## src/rtl/dq_pkg.sv

```systemverilog
// ----------------------------------------------------------------------------
// dq_pkg: shared types and constants of the double-ended queue unit
// Holds the ring depth, derived widths, command and status codes, the
// classified operation passed from the front part to the back part, and the
// ring index helper.
// ----------------------------------------------------------------------------
package dq_pkg;

  // Ring geometry (legal depth range is 2 to 31).
  localparam int DEPTH   = 16;
  localparam int IDX_W   = (DEPTH > 2) ? $clog2(DEPTH) : 1;
  localparam int CNT_W   = $clog2(DEPTH + 1);

  // Beat field widths.
  localparam int CMD_W   = 3;
  localparam int DATA_W  = 32;
  localparam int STAT_W  = 2;
  localparam int OCC_W   = 5;

  // Command queue between the front and back parts.
  localparam int QDEPTH  = 2;
  localparam int QPTR_W  = (QDEPTH > 2) ? $clog2(QDEPTH) : 1;
  localparam int QCNT_W  = $clog2(QDEPTH + 1);

  // Command codes on in_command.
  localparam logic [CMD_W-1:0] CMD_PUSH_FRONT = 3'd0;
  localparam logic [CMD_W-1:0] CMD_PUSH_REAR  = 3'd1;
  localparam logic [CMD_W-1:0] CMD_POP_FRONT  = 3'd2;
  localparam logic [CMD_W-1:0] CMD_POP_REAR   = 3'd3;
  localparam logic [CMD_W-1:0] CMD_LIST       = 3'd4;

  // Status codes on out_status.
  localparam logic [STAT_W-1:0] ST_OK         = 2'd0;
  localparam logic [STAT_W-1:0] ST_OVERFLOW   = 2'd1;
  localparam logic [STAT_W-1:0] ST_UNDERFLOW  = 2'd2;
  localparam logic [STAT_W-1:0] ST_LIST_EMPTY = 2'd3;

  typedef enum logic [2:0] {
    OP_PUSH_FRONT,
    OP_PUSH_REAR,
    OP_POP_FRONT,
    OP_POP_REAR,
    OP_LIST
  } op_kind_t;

  typedef struct packed {
    op_kind_t           kind;
    logic [DATA_W-1:0]  value;
  } op_t;

  typedef enum logic [1:0] {
    BK_IDLE,
    BK_POP,
    BK_LIST
  } bk_state_t;

  // Ring position a + b, with both operands below DEPTH.
  function automatic logic [IDX_W-1:0] wrap_add(input logic [IDX_W-1:0] a,
                                                input logic [IDX_W-1:0] b);
    logic [IDX_W:0] s;
    s = {1'b0, a} + {1'b0, b};
    if (s >= (IDX_W+1)'(DEPTH)) begin
      s = s - (IDX_W+1)'(DEPTH);
    end
    return s[IDX_W-1:0];
  endfunction

endpackage

```

## src/rtl/double_ended_queue_unit.sv

```systemverilog
// ----------------------------------------------------------------------------
// double_ended_queue_unit: double-ended queue of signed 32-bit words
// A ring buffer deque with push and pop at either end and a list command
// that streams the stored words from front to rear.
// ----------------------------------------------------------------------------
//
//   Channel  | Ports                                   | Handshake
//   ---------+-----------------------------------------+----------------------
//   input    | in_command, in_value                    | start high, busy low
//   result   | out_value_res, out_status, out_last,    | out_valid, one cycle,
//            | out_occupancy                           | cannot be held off
//
// Steps: the back part settles a push or a failed pop in its idle state; a
// pop does one ring RAM read and then gives the result; a list of N words
// issues one read per word, since the single RAM read port delivers one word
// per cycle. An empty list is settled in the idle state. Results appear in the
// cycle after the back part decides them.
// Reset: synchronous and active low; it clears the head, the word count and
// the command queue. The ring RAM is not cleared, since a word is only read
// after it was pushed.
// Stalls: a two-beat command queue sits between intake and execution, so
// busy rises only while that queue is full, e.g. during a long list walk.
// The receiver cannot stall the result channel.
//
module double_ended_queue_unit import dq_pkg::*; (
  input  logic                     clk,
  input  logic                     rst_n,
  input  logic                     start,
  output logic                     busy,
  input  logic [CMD_W-1:0]         in_command,
  input  logic signed [DATA_W-1:0] in_value,
  output logic                     out_valid,
  output logic signed [DATA_W-1:0] out_value_res,
  output logic [STAT_W-1:0]        out_status,
  output logic                     out_last,
  output logic [OCC_W-1:0]         out_occupancy
);

  // Operation queue between the front and back parts.
  logic              q_valid;
  logic              q_pop;
  op_t               q_op;
  logic [DATA_W-1:0] value_res;

  // The front part takes one beat per cycle while its queue has room and
  // drops the unused command codes.
  dq_front u_front (
    .clk        (clk),
    .rst_n      (rst_n),
    .start      (start),
    .busy       (busy),
    .in_command (in_command),
    .in_value   (in_value),
    .q_valid    (q_valid),
    .q_op       (q_op),
    .q_pop      (q_pop)
  );

  // The back part owns the ring state and produces every result beat.
  dq_back u_back (
    .clk           (clk),
    .rst_n         (rst_n),
    .q_valid       (q_valid),
    .q_op          (q_op),
    .q_pop         (q_pop),
    .out_valid     (out_valid),
    .out_value_res (value_res),
    .out_status    (out_status),
    .out_last      (out_last),
    .out_occupancy (out_occupancy)
  );

  assign out_value_res = signed'(value_res);

endmodule

```

## src/rtl/dq_ram.sv

```systemverilog
// ----------------------------------------------------------------------------
// dq_ram: generic single-write, single-read RAM
// One write port and one read port with a registered read data output.
// ----------------------------------------------------------------------------
module dq_ram #(
  parameter int WIDTH = 32,
  parameter int DEPTH = 16,
  parameter int AW    = (DEPTH > 2) ? $clog2(DEPTH) : 1
) (
  input  logic             clk,
  input  logic             we,
  input  logic [AW-1:0]    waddr,
  input  logic [WIDTH-1:0] wdata,
  input  logic [AW-1:0]    raddr,
  output logic [WIDTH-1:0] rdata
);

  logic [WIDTH-1:0] mem [DEPTH];
  logic [WIDTH-1:0] rdata_r;

  always_ff @(posedge clk) begin
    if (we) begin
      mem[waddr] <= wdata;
    end
    rdata_r <= mem[raddr];
  end

  assign rdata = rdata_r;

endmodule

```

## src/rtl/dq_front.sv

```systemverilog
// ----------------------------------------------------------------------------
// dq_front: command intake and classification
// Takes input beats, turns command codes into operations, drops unused
// codes, and holds operations in a short queue for the back part.
// ----------------------------------------------------------------------------
module dq_front import dq_pkg::*; (
  input  logic              clk,
  input  logic              rst_n,
  input  logic              start,
  output logic              busy,
  input  logic [CMD_W-1:0]  in_command,
  input  logic [DATA_W-1:0] in_value,
  output logic              q_valid,
  output op_t               q_op,
  input  logic              q_pop
);

  op_t               slot_r [QDEPTH];
  logic [QPTR_W-1:0] wr_ptr_r, wr_ptr_nxt;
  logic [QPTR_W-1:0] rd_ptr_r, rd_ptr_nxt;
  logic [QCNT_W-1:0] cnt_r, cnt_nxt;
  logic              accept;
  logic              known;
  logic              push;
  op_t               op_in;

  assign busy   = (cnt_r == QCNT_W'(QDEPTH));
  assign accept = start && !busy;

  always_comb begin
    known       = 1'b1;
    op_in.value = in_value;
    case (in_command)
      CMD_PUSH_FRONT: op_in.kind = OP_PUSH_FRONT;
      CMD_PUSH_REAR:  op_in.kind = OP_PUSH_REAR;
      CMD_POP_FRONT:  op_in.kind = OP_POP_FRONT;
      CMD_POP_REAR:   op_in.kind = OP_POP_REAR;
      CMD_LIST:       op_in.kind = OP_LIST;
      default: begin
        op_in.kind = OP_LIST;
        known      = 1'b0;
      end
    endcase
  end

  // Unused command codes are taken and then forgotten.
  assign push = accept && known;

  always_comb begin
    wr_ptr_nxt = wr_ptr_r;
    rd_ptr_nxt = rd_ptr_r;
    cnt_nxt    = cnt_r;
    if (push) begin
      wr_ptr_nxt = (wr_ptr_r == QPTR_W'(QDEPTH - 1)) ? '0 : wr_ptr_r + 1'b1;
    end
    if (q_pop) begin
      rd_ptr_nxt = (rd_ptr_r == QPTR_W'(QDEPTH - 1)) ? '0 : rd_ptr_r + 1'b1;
    end
    if (push && !q_pop) begin
      cnt_nxt = cnt_r + 1'b1;
    end else if (!push && q_pop) begin
      cnt_nxt = cnt_r - 1'b1;
    end
  end

  always_ff @(posedge clk) begin
    if (!rst_n) begin
      wr_ptr_r <= '0;
      rd_ptr_r <= '0;
      cnt_r    <= '0;
    end else begin
      wr_ptr_r <= wr_ptr_nxt;
      rd_ptr_r <= rd_ptr_nxt;
      cnt_r    <= cnt_nxt;
    end
  end

  always_ff @(posedge clk) begin
    if (push) begin
      slot_r[wr_ptr_r] <= op_in;
    end
  end

  assign q_valid = (cnt_r != '0);
  assign q_op    = slot_r[rd_ptr_r];

endmodule

```

## src/rtl/dq_back.sv

```systemverilog
// ----------------------------------------------------------------------------
// dq_back: ring buffer execution
// Keeps the head position and word count, drives the ring RAM, and forms
// the result beats for pushes, pops and list walks.
// ----------------------------------------------------------------------------
module dq_back import dq_pkg::*; (
  input  logic              clk,
  input  logic              rst_n,
  input  logic              q_valid,
  input  op_t               q_op,
  output logic              q_pop,
  output logic              out_valid,
  output logic [DATA_W-1:0] out_value_res,
  output logic [STAT_W-1:0] out_status,
  output logic              out_last,
  output logic [OCC_W-1:0]  out_occupancy
);

  bk_state_t          state_r, state_nxt;
  logic [IDX_W-1:0]   head_r, head_nxt;
  logic [CNT_W-1:0]   count_r, count_nxt;
  logic [CNT_W-1:0]   walk_r, walk_nxt;

  logic               valid_r, valid_nxt;
  logic [DATA_W-1:0]  value_r, value_nxt;
  logic [STAT_W-1:0]  status_r, status_nxt;
  logic               last_r, last_nxt;
  logic [OCC_W-1:0]   occ_r, occ_nxt;

  logic               ram_we;
  logic [IDX_W-1:0]   ram_waddr;
  logic [IDX_W-1:0]   ram_raddr;
  logic [DATA_W-1:0]  ram_rdata;
  logic               full;
  logic               empty;

  dq_ram #(
    .WIDTH (DATA_W),
    .DEPTH (DEPTH),
    .AW    (IDX_W)
  ) u_ram (
    .clk   (clk),
    .we    (ram_we),
    .waddr (ram_waddr),
    .wdata (q_op.value),
    .raddr (ram_raddr),
    .rdata (ram_rdata)
  );

  assign full  = (count_r == CNT_W'(DEPTH));
  assign empty = (count_r == '0);

  always_comb begin
    state_nxt  = state_r;
    head_nxt   = head_r;
    count_nxt  = count_r;
    walk_nxt   = walk_r;
    valid_nxt  = 1'b0;
    value_nxt  = '0;
    status_nxt = ST_OK;
    last_nxt   = 1'b1;
    q_pop      = 1'b0;
    ram_we     = 1'b0;
    ram_waddr  = head_r;
    ram_raddr  = head_r;

    case (state_r)
      BK_IDLE: begin
        if (q_valid) begin
          q_pop     = 1'b1;
          valid_nxt = 1'b1;
          case (q_op.kind)
            OP_PUSH_FRONT: begin
              if (full) begin
                status_nxt = ST_OVERFLOW;
              end else begin
                head_nxt  = (head_r == '0) ? IDX_W'(DEPTH - 1) : head_r - 1'b1;
                ram_we    = 1'b1;
                ram_waddr = head_nxt;
                count_nxt = count_r + 1'b1;
              end
            end
            OP_PUSH_REAR: begin
              if (full) begin
                status_nxt = ST_OVERFLOW;
              end else begin
                ram_we    = 1'b1;
                ram_waddr = wrap_add(head_r, IDX_W'(count_r));
                count_nxt = count_r + 1'b1;
              end
            end
            OP_POP_FRONT: begin
              if (empty) begin
                status_nxt = ST_UNDERFLOW;
              end else begin
                // Word comes back from the RAM next cycle.
                valid_nxt = 1'b0;
                ram_raddr = head_r;
                head_nxt  = wrap_add(head_r, IDX_W'(1));
                count_nxt = count_r - 1'b1;
                state_nxt = BK_POP;
              end
            end
            OP_POP_REAR: begin
              if (empty) begin
                status_nxt = ST_UNDERFLOW;
              end else begin
                valid_nxt = 1'b0;
                ram_raddr = wrap_add(head_r, IDX_W'(count_r - 1'b1));
                count_nxt = count_r - 1'b1;
                state_nxt = BK_POP;
              end
            end
            OP_LIST: begin
              if (empty) begin
                status_nxt = ST_LIST_EMPTY;
              end else begin
                valid_nxt = 1'b0;
                ram_raddr = head_r;
                walk_nxt  = CNT_W'(1);
                state_nxt = BK_LIST;
              end
            end
            default: begin
              valid_nxt = 1'b0;
            end
          endcase
        end
      end
      BK_POP: begin
        valid_nxt = 1'b1;
        value_nxt = ram_rdata;
        state_nxt = BK_IDLE;
      end
      BK_LIST: begin
        // walk_r counts reads issued so far; the beat with walk_r equal to
        // the count is the final word.
        valid_nxt = 1'b1;
        value_nxt = ram_rdata;
        last_nxt  = (walk_r == count_r);
        if (walk_r == count_r) begin
          state_nxt = BK_IDLE;
        end else begin
          ram_raddr = wrap_add(head_r, IDX_W'(walk_r));
          walk_nxt  = walk_r + 1'b1;
        end
      end
      default: begin
        state_nxt = BK_IDLE;
      end
    endcase

    occ_nxt = OCC_W'(count_nxt);
  end

  always_ff @(posedge clk) begin
    if (!rst_n) begin
      state_r <= BK_IDLE;
      head_r  <= '0;
      count_r <= '0;
      walk_r  <= '0;
      valid_r <= 1'b0;
    end else begin
      state_r <= state_nxt;
      head_r  <= head_nxt;
      count_r <= count_nxt;
      walk_r  <= walk_nxt;
      valid_r <= valid_nxt;
    end
  end

  always_ff @(posedge clk) begin
    value_r  <= value_nxt;
    status_r <= status_nxt;
    last_r   <= last_nxt;
    occ_r    <= occ_nxt;
  end

  assign out_valid     = valid_r;
  assign out_value_res = value_r;
  assign out_status    = status_r;
  assign out_last      = last_r;
  assign out_occupancy = occ_r;

endmodule

```

## config.mk

```make
export PLATFORM = sky130hd
export DESIGN_NAME = double_ended_queue_unit
export DESIGN_NICKNAME = d
export VERILOG_FILES = /design/src/rtl/dq_pkg.sv /design/src/rtl/double_ended_queue_unit.sv /design/src/rtl/dq_ram.sv /design/src/rtl/dq_front.sv /design/src/rtl/dq_back.sv
export SDC_FILE = /design/constraint.sdc
export NUM_CORES = 1
export LEC_CHECK = 0
export BUFFER_PORTS_ARGS = -buffer_cell sky130_fd_sc_hd__buf_2
export CAP_MARGIN = 20
export CELL_PAD_IN_SITES_DETAIL_PLACEMENT = 2
export CELL_PAD_IN_SITES_GLOBAL_PLACEMENT = 2
export CORE_MARGIN = 5
export CORE_UTILIZATION = 40
export CTS_CLUSTER_SIZE = 24
export DETAILED_ROUTE_END_ITERATION = 16
export HOLD_SLACK_MARGIN = 0.02
export PLACE_DENSITY = 0.84
export REMOVE_ABC_BUFFERS = 1
export SLEW_MARGIN = 0
export SYNTH_ARGS = -nofsm -noshare
export SYNTH_HDL_FRONTEND = slang
export SYNTH_SLANG_ARGS = --single-unit
```

## constraint.sdc

```tcl
create_clock -name clk -period 3.6 [get_ports clk]
set_input_delay 0.36 -clock clk [delete_from_list [all_inputs] [get_ports clk]]
set_output_delay 0.36 -clock clk [all_outputs]
set_load 0.01 [all_outputs]
```

## After elaboration in Yosys (flattened, before gate mapping)

Memory sizes are Yosys's and may differ from the RTL's. A register that Yosys moved wholly into a read port is not among the register bits.
Index checks and enable logic that the tools add are counted.

- Bits in writable memories: 582
- Register bits after elaboration: 61
- Memories: 2
- Output and inout port bits: 42
- Input bits: 38

Memories:

| memory | depth | width | rd ports | clocked after Yosys merged registers in | write ports | line | RTL |
|---|---|---|---|---|---|---|---|
| u_back.u_ram.mem | 16 | 32 | 1 | 1 | 1 | dq_ram.sv:18 | `logic [WIDTH-1:0] mem [DEPTH];` |
| u_front.slot_r | 2 | 35 | 1 | 1 | 1 | dq_front.sv:18 | `op_t slot_r [QDEPTH];` |

- Eq/ne operators: 22
- Add/sub/neg operators: 16
- Order comparisons: 4
- Muxes and demuxes: 59
- Reduce and logical (&&, ||, !) cells: 25

Operators with widths:

| operator | number |
|---|---|
| two-way mux 4 bit | 14 |
| two-way mux 5 bit | 8 |
| one-hot mux 4 bit (2 select lines) | 3 |
| >= comparator 5 bit, second input constant | 4 |
| one-hot mux 5 bit (2 select lines) | 2 |
| subtractor 4 x 1 -> 4 bit, second input constant | 5 |
| two-way mux 1 bit | 18 |
| two-way mux 2 bit | 8 |
| adder 4 x 4 -> 5 bit | 3 |
| == test 3 x 2 -> 1 bit, second input constant | 4 |
| one-hot mux 3 bit (4 select lines) | 1 |
| adder 5 x 1 -> 5 bit, second input constant | 2 |
| inequality test 2 bit, second input constant | 5 |
| AND reduction 5 bit | 2 |
| inequality test 3 bit, second input constant | 3 |
| one-hot mux 2 bit (2 select lines) | 2 |
| nonzero test 2 bit | 4 |
| == test 3 x 1 -> 1 bit, second input constant | 2 |
| == test 3 bit, second input constant | 2 |
| logical NOT 3 bit | 2 |
| one-hot mux 2 bit (3 select lines) | 1 |
| OR reduction 2 bit | 3 |
| adder 4 x 1 -> 5 bit, second input constant | 1 |
| == test 5 bit | 1 |
| other kinds (18) | 26 |

## Longest topological paths before layout

Gate-level depths: netlist of the first run.

- Word-level depth: 8
- Mapped depth: 15
- Gate-level depth less buffers: 12

## By module

A second synthesis of the first run with hierarchy kept.

- Cells, all modules: 1293
- Area total of the unflattened synthesis: 25519.5 µm²

Modules (own cells, without submodules):

| module | cells an instance | area each (µm²) | times used | seq. area each (µm²) |
|---|---|---|---|---|
| dq_ram | 838 | 19835.3 | 1 | 16015.4 |
| dq_back | 318 | 2902.8 | 1 | 1141.1 |
| dq_front | 137 | 2781.4 | 1 | 2202.1 |

## Least setup slack after synthesis of the first run

No wires, ideal clock.

- Path type: reg-to-reg
- From: register u_back.head_r[1]
- To: memory u_back.u_ram.mem[6][0], enable pin
- Buffers on the path: 1
- Period minus slack after synthesis: 3.926 ns
- Data arrival time: 3.505 ns
- Data required time: 3.179 ns
- Setup time: 0.421 ns
- Path slack: -0.326 ns
- Stages on the path, launching flop included: 11
- Cell sequence: dfxtp_1 clkbuf_1 inv_1 ha_1 o21bai_1 a31oi_1 a41oi_1 a32oi_1 o21ai_0 or2_2 nor2_1

- Word-level cells in the longest chain between the ends: 7

RTL lines:

| what | line | RTL |
|---|---|---|
| from (decl) | dq_back.sv:20 | `logic [IDX_W-1:0] head_r, head_nxt;` |
| from (signal assigned) | dq_back.sv:165 | `head_r <= head_nxt;` |
| adder 4 x 4 -> 5 bit | dq_pkg.sv:61 | `s = {1'b0, a} + {1'b0, b};` |
| subtractor 4 x 1 -> 4 bit or >= comparator 5 bit (tied branches) | dq_pkg.sv:63, dq_pkg.sv:62 |  |
| two-way mux 4 bit | dq_pkg.sv:62 | `if (s >= (IDX_W+1)'(DEPTH)) begin` |
| two-way mux 4 bit | dq_back.sv:84 | `if (full) begin` |
| one-hot mux 4 bit (2 select lines) | dq_back.sv:72 | `case (q_op.kind)` |
| two-way mux 4 bit | dq_back.sv:69 | `if (q_valid) begin` |
| two-way mux 4 bit * | dq_back.sv:67 | `case (state_r)` |
| to (decl) | dq_ram.sv:18 |  |

Mark *: on every way between the ends. The rest lies on a longest branch, timed or not.

## Worst setup path after layout of the first run

- From: register u_back.head_r[2]
- To: register u_back.u_ram.rdata_r[30] (netlist: u_back.u_ram.rdata[30]) (read register of u_back.u_ram.mem)

- Word-level cells in the longest chain between the ends: 7

RTL lines:

| what | line | RTL |
|---|---|---|
| adder 4 x 4 -> 5 bit | dq_pkg.sv:61 |  |
| subtractor 4 x 1 -> 4 bit or >= comparator 5 bit (tied branches) | dq_pkg.sv:63, dq_pkg.sv:62 |  |
| two-way mux 4 bit | dq_pkg.sv:62 |  |
| two-way mux 4 bit | dq_back.sv:105 | `if (empty) begin` |
| two-way mux 4 bit | n/a |  |
| two-way mux 4 bit | dq_back.sv:69 |  |
| one-hot mux 4 bit (2 select lines) * | dq_back.sv:67 |  |
| to (decl) | dq_ram.sv:19 | `logic [WIDTH-1:0] rdata_r;` |

Marked as above.
A chain may end at the register's enable or synchronous reset.

==> results.sh, run 1 <==
export IMPL_grt_max_degree=63
export IMPL_synth_top_cell_area_share_pct=67.0
export IMPL_place_congestion=0.844
export IMPL_maxSlewViolCount=0
export IMPL_muxShareOfSynthArea_pct=7.89
export IMPL_drt_initial_drc_count=1336
export IMPL_crit_type="flip-flop to flip-flop"
export IMPL_synth_simple_area_share_pct=5.93
export IMPL_synth_compound_area_share_pct=8.24
export IMPL_cts_made_buffers=72
export IMPL_antenna_found_initial=1
export IMPL_hp_class="input port to flip-flop"
export IMPL_grt_use_met1_pct=30.9
export IMPL_fmax_mhz=284
export IMPL_die_w_um=265
export IMPL_worstSetupEndpointType="flip-flop"
export IMPL_p_leak_nw=11.2
export IMPL_postSynthCellCount=1669
export IMPL_dieArea_um2=70400
export IMPL_ir_drop_mv=0.335
export IMPL_tightest_slew_ns=0.868
export IMPL_grt_use_met2_pct=45.0
export IMPL_overflow=0
export IMPL_hpwl_mm=53.4
export IMPL_cts_tree="done"
export IMPL_ys_seq_elements=676
export IMPL_drv_cap=0
export IMPL_final_layout_size_suffix_gt1_share_pct=18.8
export IMPL_synth_async_sr_flop_share_pct=0
export IMPL_drc=0
export IMPL_synthTopCellsByArea="edfxtp_1, dfxtp_1, mux2i_1"
export IMPL_seq_area_frac_synth_pct=74.3
export IMPL_netlist_area_um2=26100
export IMPL_rows=93
export IMPL_p_per_area_nw_per_um2=704
export IMPL_cp_data_required_time_ns=4.10
export IMPL_diodes=0
export IMPL_area_growth_pct=19.6
export IMPL_start_util_pct=40.4
export IMPL_setup_violations_final=0
export IMPL_wirelength_mm=91.4
export IMPL_synth_cell_types=69
export IMPL_p_total_w=0.0219
export IMPL_wl_per_cell_um=33.1
export IMPL_period_needed_ns=3.53
export IMPL_rsz0062_at_grt="false"
export IMPL_clk_root_buffer_cell="clkbuf_16"
export IMPL_numPortBuffers=79
export IMPL_layout_common_cells="edfxtp_1, mux2i_1, nand2_1"
export IMPL_avgSynthCellArea_um2=15.6
export IMPL_crit_path_start_kind="flip-flop"
export IMPL_synth_largest_area_cell="edfxtp_1"
export IMPL_worstPathMaxFanout=19
export IMPL_clk_path_buf_depth=3
export IMPL_grt_total_usage_pct=25.6
export IMPL_status="complete, no violations"
export IMPL_worstPathArrival_ns=4.02
export IMPL_synth_ff_type="edfxtp_1"
export IMPL_io_pins=80
export IMPL_grt_met3_usage_pct=4.27
export IMPL_firstDrtPassIters=5
export IMPL_final_common_cell="edfxtp_1"
export IMPL_max_slew_margin_pct=42.2
export IMPL_synth_edf_count=582
export IMPL_clock_latency_ns=0.64
export IMPL_synth_fa_ha_area_share_pct=1.09
export IMPL_busiest_layer="met2"
export IMPL_hold_viol=0
export IMPL_ant_nets=0
export IMPL_fin_crit_sh_pct=98.0
export IMPL_coreArea_um2=64500
export IMPL_cts_sinks=676
export IMPL_htreeDepth=3
export IMPL_nNetsFinal=1912
export IMPL_via_count=16200
export IMPL_fin_skew_ns=0.0459
export IMPL_path_clk_slew_ns=0.07
export IMPL_fin_util_pct=48.4
export IMPL_synthXorXnorAreaFrac_pct=0.672
export IMPL_grt_pass1_vias=18300
export IMPL_synth_top_family_by_area="compound AO/OA/AOI/OAI gates"
export IMPL_grt_pass1_wl_mm=132
export IMPL_die_h_um=265
export IMPL_yosys_warnings=0
export IMPL_avgViaCountPerCell=5.86
==> stage by stage <==
stage,setup TNS [ns],area [um2],setup WS (ns),std cells,hold WS (ns)
2_1_floorplan,-450.86,25600,-4.44,1576,0.412
3_5_place_dp,-0.0380,28200,-0.0240,2586,0.449
4_1_cts,-0.0256,31100,-0.00792,2761,0.0644
5_1_grt,0,31200,0.00284,2764,0.128
6_report,0,31200,0.0737,2764,0.102
3_3_place_gp,0,28200,0.210,2586,0.438
==> where the power goes <==
group	total, W	internal (W)	switching (W)	leakage (nW)
sequential	0.00975	0.00944	0.000315	6.02
combinational	0.00447	0.00144	0.00303	3.99
clock	0.00772	0.00447	0.00325	1.15
total	0.0219	0.0154	0.00659	11.2
==> area by class of cell <==
cell class / count / area (um2)
Timing Repair Buffer: 203 / 1840
Sequential cell: 676 / 19400
Multi-Input combinational cell: 882 / 6450
Inverter: 18 / 67.6
Clock buffer: 103 / 2050
Fill cell: 5951 / 33300
Tap cell: 855 / 1070
Clock inverter: 27 / 323
==> critical path: stages, from the launching register on <==
cell	delay, ns
dfxtp_1	0.70
ha_1	0.39
o21ai_0	0.20
o21ai_0	0.13
a211oi_2	0.46
a311o_2	0.32
a211oi_4	0.10
buf_4	0.16
buf_12	0.16
a22o_1	0.25
nor4_1	0.36
o21ai_1	0.15
==> synth_stat cells, types with 17 or more instances <==
cell / instances
o22ai_1: 33
a22oi_1: 32
o21ai_0: 20
nand2_1: 153
nor2_1: 49
inv_1: 17
and2_1: 49
a31oi_1: 34
mux2i_1: 164
ha_1: 18
o2bb2ai_1: 62
dfxtp_1: 94
mux2_2: 36
buf_2: 37
nand3_1: 40
a21oi_1: 85
edfxtp_1: 582
clkbuf_1: 39
==> timing repair <==
item,CTS,global route
hold buffers,33,0
resized for setup,8,16
buffers inserted,12,2
pin swaps,5,1
setup endpoints to repair,191,456
hold endpoints to repair,66,0
==> cells by family after synthesis <==
| kind of cell | after synthesis |
|---|---|
| DFF | 676 |
| AOI/OAI and AO/OA | 311 |
| muxes | 201 |
| adders and majority gates | 21 |
| and+or+nand+nor | 329 |
| buffers and inverters | 111 |
| xor gates and xnor gates | 20 |
==> state kept, by name, summed over array words and instances, names as in the netlist, named ones only <==
| signal | count |
|---|---|
| u_back.count_r | 5 |
| u_back.head_r | 4 |
| u_back.out_last | 1 |
| u_back.out_occupancy | 5 |
| u_back.out_status | 2 |
| u_back.out_valid | 1 |
| u_back.out_value_res | 32 |
| u_back.state_r | 2 |
| u_back.u_ram.mem | 512 |
| u_back.u_ram.rdata | 32 |
| u_back.walk_r | 5 |
| u_front.cnt_r | 2 |
| u_front.rd_ptr_r | 1 |
| u_front.slot_r | 70 |
| u_front.wr_ptr_r | 1 |
==> worst paths after layout <==
kind | from | to | slack [ns] | cells past startpoint
min reg2reg | u_back.u_ram.rdata[10]$_DFF_P_ | u_back.out_value_res[10]$_SDFF_PN0_ | 0.44 | 1
min | in_command[1] | u_front.slot_r[1][33]$_DFFE_PP_ | 0.10 | 2
max reg2reg | u_back.head_r[2]$_SDFFE_PN0P_ | u_back.u_ram.rdata[30]$_DFF_P_ | 0.07 | 11
max | u_back.head_r[2]$_SDFFE_PN0P_ | u_back.u_ram.rdata[30]$_DFF_P_ | 0.07 | 11
==> per-layer routing <==
metal	part of all wire, %	wire (um)	up-vias
li1	-	-	6762
met1	38	34900	8522
met2	51	47000	678
met3	5.5	5050	232
met4	4.9	4460	2
met5	0.014	13	-
Power figures use the tool's default switching activity.
==> run 2: changes to the inputs <==
==> constraint.sdc (replaced) <==
create_clock -name clk -period 3.6 [get_ports clk]
set_input_delay 1.08 -clock clk [delete_from_list [all_inputs] [get_ports clk]]
set_output_delay 1.08 -clock clk [all_outputs]
set_load 0.01 [all_outputs]
==> run 2 against run 1 <==
Wire length fell by 2.4%; maximum frequency fell by 0.98%; combinational power fell by 2%; core utilization fell by 0.68 points; flip-flop and latch count did not move; final area fell by 1.4%; highest routed layer is now met4.
==> results.sh, run 2 (synthesized netlist as in run 1, its figures left out) <==
export IMPL_status="complete, no violations"
export IMPL_grt_pass1_wl_mm=129
export IMPL_worstPathMaxFanout=18
export IMPL_ir_drop_mv=0.343
export IMPL_drt_initial_drc_count=1433
export IMPL_firstDrtPassIters=5
export IMPL_holdPathStages=1
export IMPL_crit_path_start_kind="flip-flop"
export IMPL_io_pins=80
export IMPL_clk_path_buf_depth=3
export IMPL_max_slew_margin_pct=40.3
export IMPL_grt_use_met2_pct=44.7
export IMPL_worstSetupEndpointType="flip-flop"
export IMPL_clk_root_buffer_cell="clkbuf_16"
export IMPL_r2r_slack_ns=0.04
export IMPL_overflow=0
export IMPL_dieArea_um2=70400
export IMPL_final_layout_size_suffix_gt1_share_pct=18.6
export IMPL_final_area_um2=30700
export IMPL_grt_pass1_vias=18000
export IMPL_p_leak_nw=11.0
export IMPL_cts_tree="done"
export IMPL_die_w_um=265
export IMPL_p_per_area_nw_per_um2=701
export IMPL_cp_data_required_time_ns=3.86
export IMPL_cp_depth=10
export IMPL_start_util_pct=40.4
export IMPL_grt_met3_usage_pct=4.04
export IMPL_worstPathArrival_ns=3.82
export IMPL_fmax_mhz=281
export IMPL_hold_viol=0
export IMPL_tightest_slew_ns=0.896
export IMPL_slowest_stage="dfxtp_2"
export IMPL_fin_skew_ns=0.0239
export IMPL_grt_max_degree=57
export IMPL_min_to="u_back.out_value_res[26]$_SDFF_PN0_"
export IMPL_drv_cap=0
export IMPL_hpwl_mm=52.6
export IMPL_place_congestion=0.853
export IMPL_coreArea_um2=64500
export IMPL_holdBufCountCts=0
export IMPL_area_growth_pct=17.9
export IMPL_htreeDepth=3
export IMPL_finalNonFillerCells=2733
export IMPL_wirelength_mm=89.1
export IMPL_crit_family="compound AO/OA/AOI/OAI gates"
export IMPL_nNetsFinal=1878
export IMPL_largest_register="u_back.u_ram.mem"
export IMPL_cts_sinks=676
export IMPL_path_clk_slew_ns=0.06
export IMPL_clock_latency_ns=0.63
export IMPL_period_needed_ns=3.56
export IMPL_timing_rr_end="u_back.u_ram.mem[13][22]$_DFFE_PP_"
export IMPL_wl_per_cell_um=32.6
export IMPL_layout_common_cells="edfxtp_1, mux2i_1, nand2_1"
export IMPL_crit_type="flip-flop to flip-flop"
export IMPL_min_from="u_back.u_ram.rdata[26]$_DFF_P_"
export IMPL_numPlacedInstances=2587
export IMPL_critical_path_buf_inv_count=2
export IMPL_fin_crit_sh_pct=98.9
export IMPL_top_regs="u_back.u_ram.mem (512), u_front.slot_r (70)"
export IMPL_via_count=16000
export IMPL_numPortBuffers=79
export IMPL_reg2regPathDepth=10
export IMPL_r2r_start="u_back.head_r[1]$_SDFFE_PN0P_"
export IMPL_crit_chain="inv_1 > ha_1 > o21bai_1 > a31oi_1 > a41oi_1 > a32oi_1 > o21ai_1 > nand2b_1 > nor2_4 > buf_4"
export IMPL_ant_nets=0
export IMPL_rows=93
export IMPL_diodes=0
export IMPL_dpl_cell_area_um2=28200
export IMPL_grt_use_met1_pct=29.8
export IMPL_die_h_um=265
export IMPL_busiest_layer="met2"
export IMPL_antenna_found_initial=1
export IMPL_maxSlewViolCount=0
export IMPL_final_common_cell="edfxtp_1"
export IMPL_cpPeakStageDelay_ns=0.41
export IMPL_cts_made_buffers=74
export IMPL_largest_reg_flops=512
export IMPL_rsz0062_at_grt="true"
export IMPL_setup_violations_final=0
export IMPL_hp_class="flip-flop to flip-flop"
export IMPL_avgViaCountPerCell=5.87
export IMPL_grt_total_usage_pct=24.9
export IMPL_drc=0
-- run 2: changes by cell type in the layout (fill, tap and decap cells not counted), moves of 4 or more --
cell	before	now
clkbuf_1	20	28
dlygate4sd3_1	33	0
clkbuf_16	74	78
bufinv_16	7	2
buf_4	54	49
-- run 2: stage by stage --
step	hold WS [ns]	total power (W)	setup TNS (ns)	worst slack [ns]	utilization, %
after floorplan	0.412	0.0122	-450.86	-4.44	-
after global placement	0.432	0.0136	0	0.308	43.8
after detailed placement	0.430	0.0140	-0.352	-0.0852	43.8
after CTS	0.449	0.0216	0	0.0338	47.5
after global routing	0.465	0.0223	-0.994	-0.0480	47.7
final	0.448	0.0215	0	0.0386	47.7
-- run 2: worst register-to-register path: cells and delay by family (launching register included) --
| family | cells | cell delay (ns) |
|---|---|---|
| simple gates | 2 | 0.56 |
| buf+inv | 2 | 0.59 |
| fa+ha+maj | 1 | 0.35 |
| flops | 1 | 0.41 |
| compound gates | 5 | 1.26 |
-- run 2: how the worst max path moves through the flow --
stage	end	startpoint	slack [ns]
2_1_floorplan	u_back.u_ram.rdata[30]$_DFF_P_	flip-flop	-4.44
3_3_place_gp	u_back.u_ram.rdata[30]$_DFF_P_	u_back.head_r[1]$_SDFFE_PN0P_	0.31
3_5_place_dp	u_back.u_ram.rdata[25]$_DFF_P_	u_back.head_r[1]$_SDFFE_PN0P_	-0.09
4_1_cts	u_back.u_ram.rdata[9]$_DFF_P_	u_back.count_r[0]$_SDFF_PN0_	0.03
5_1_grt	u_back.u_ram.mem[13][22]$_DFFE_PP_	u_back.head_r[1]$_SDFFE_PN0P_	-0.05
6_report	u_back.u_ram.mem[13][22]$_DFFE_PP_	u_back.head_r[1]$_SDFFE_PN0P_	0.04
-- run 2: timing repair --
action | CTS | global route
setup buffers | 7 | 1
gates resized for setup | 4 | 17
endpoints found under the setup margin | 447 | 69
gates cloned | 0 | 2
pin swaps | 1 | 1
-- run 2: layout make-up --
cell class / instances / area (um2)
Tap cell: 855 / 1070
Multi-Input combinational cell: 882 / 6430
Fill cell: 5983 / 33700
Sequential cell: 676 / 19400
Clock inverter: 21 / 164
Clock buffer: 114 / 2140
Timing Repair Buffer: 167 / 1490
Inverter: 18 / 67.6
-- run 2: where the power goes --
| part | internal (W) | switching, W |
|---|---|---|
| clock network | 0.00425 | 0.00318 |
| logic | 0.00142 | 0.00298 |
| registers | 0.00944 | 0.000277 |
-- run 2: per-layer routing --
metal  wire length [um]  part of all wire [%]
met5                  0                     0
met4               3960                   4.4
met3               4710                   5.3
met2              46300                    52
met1              34100                    38
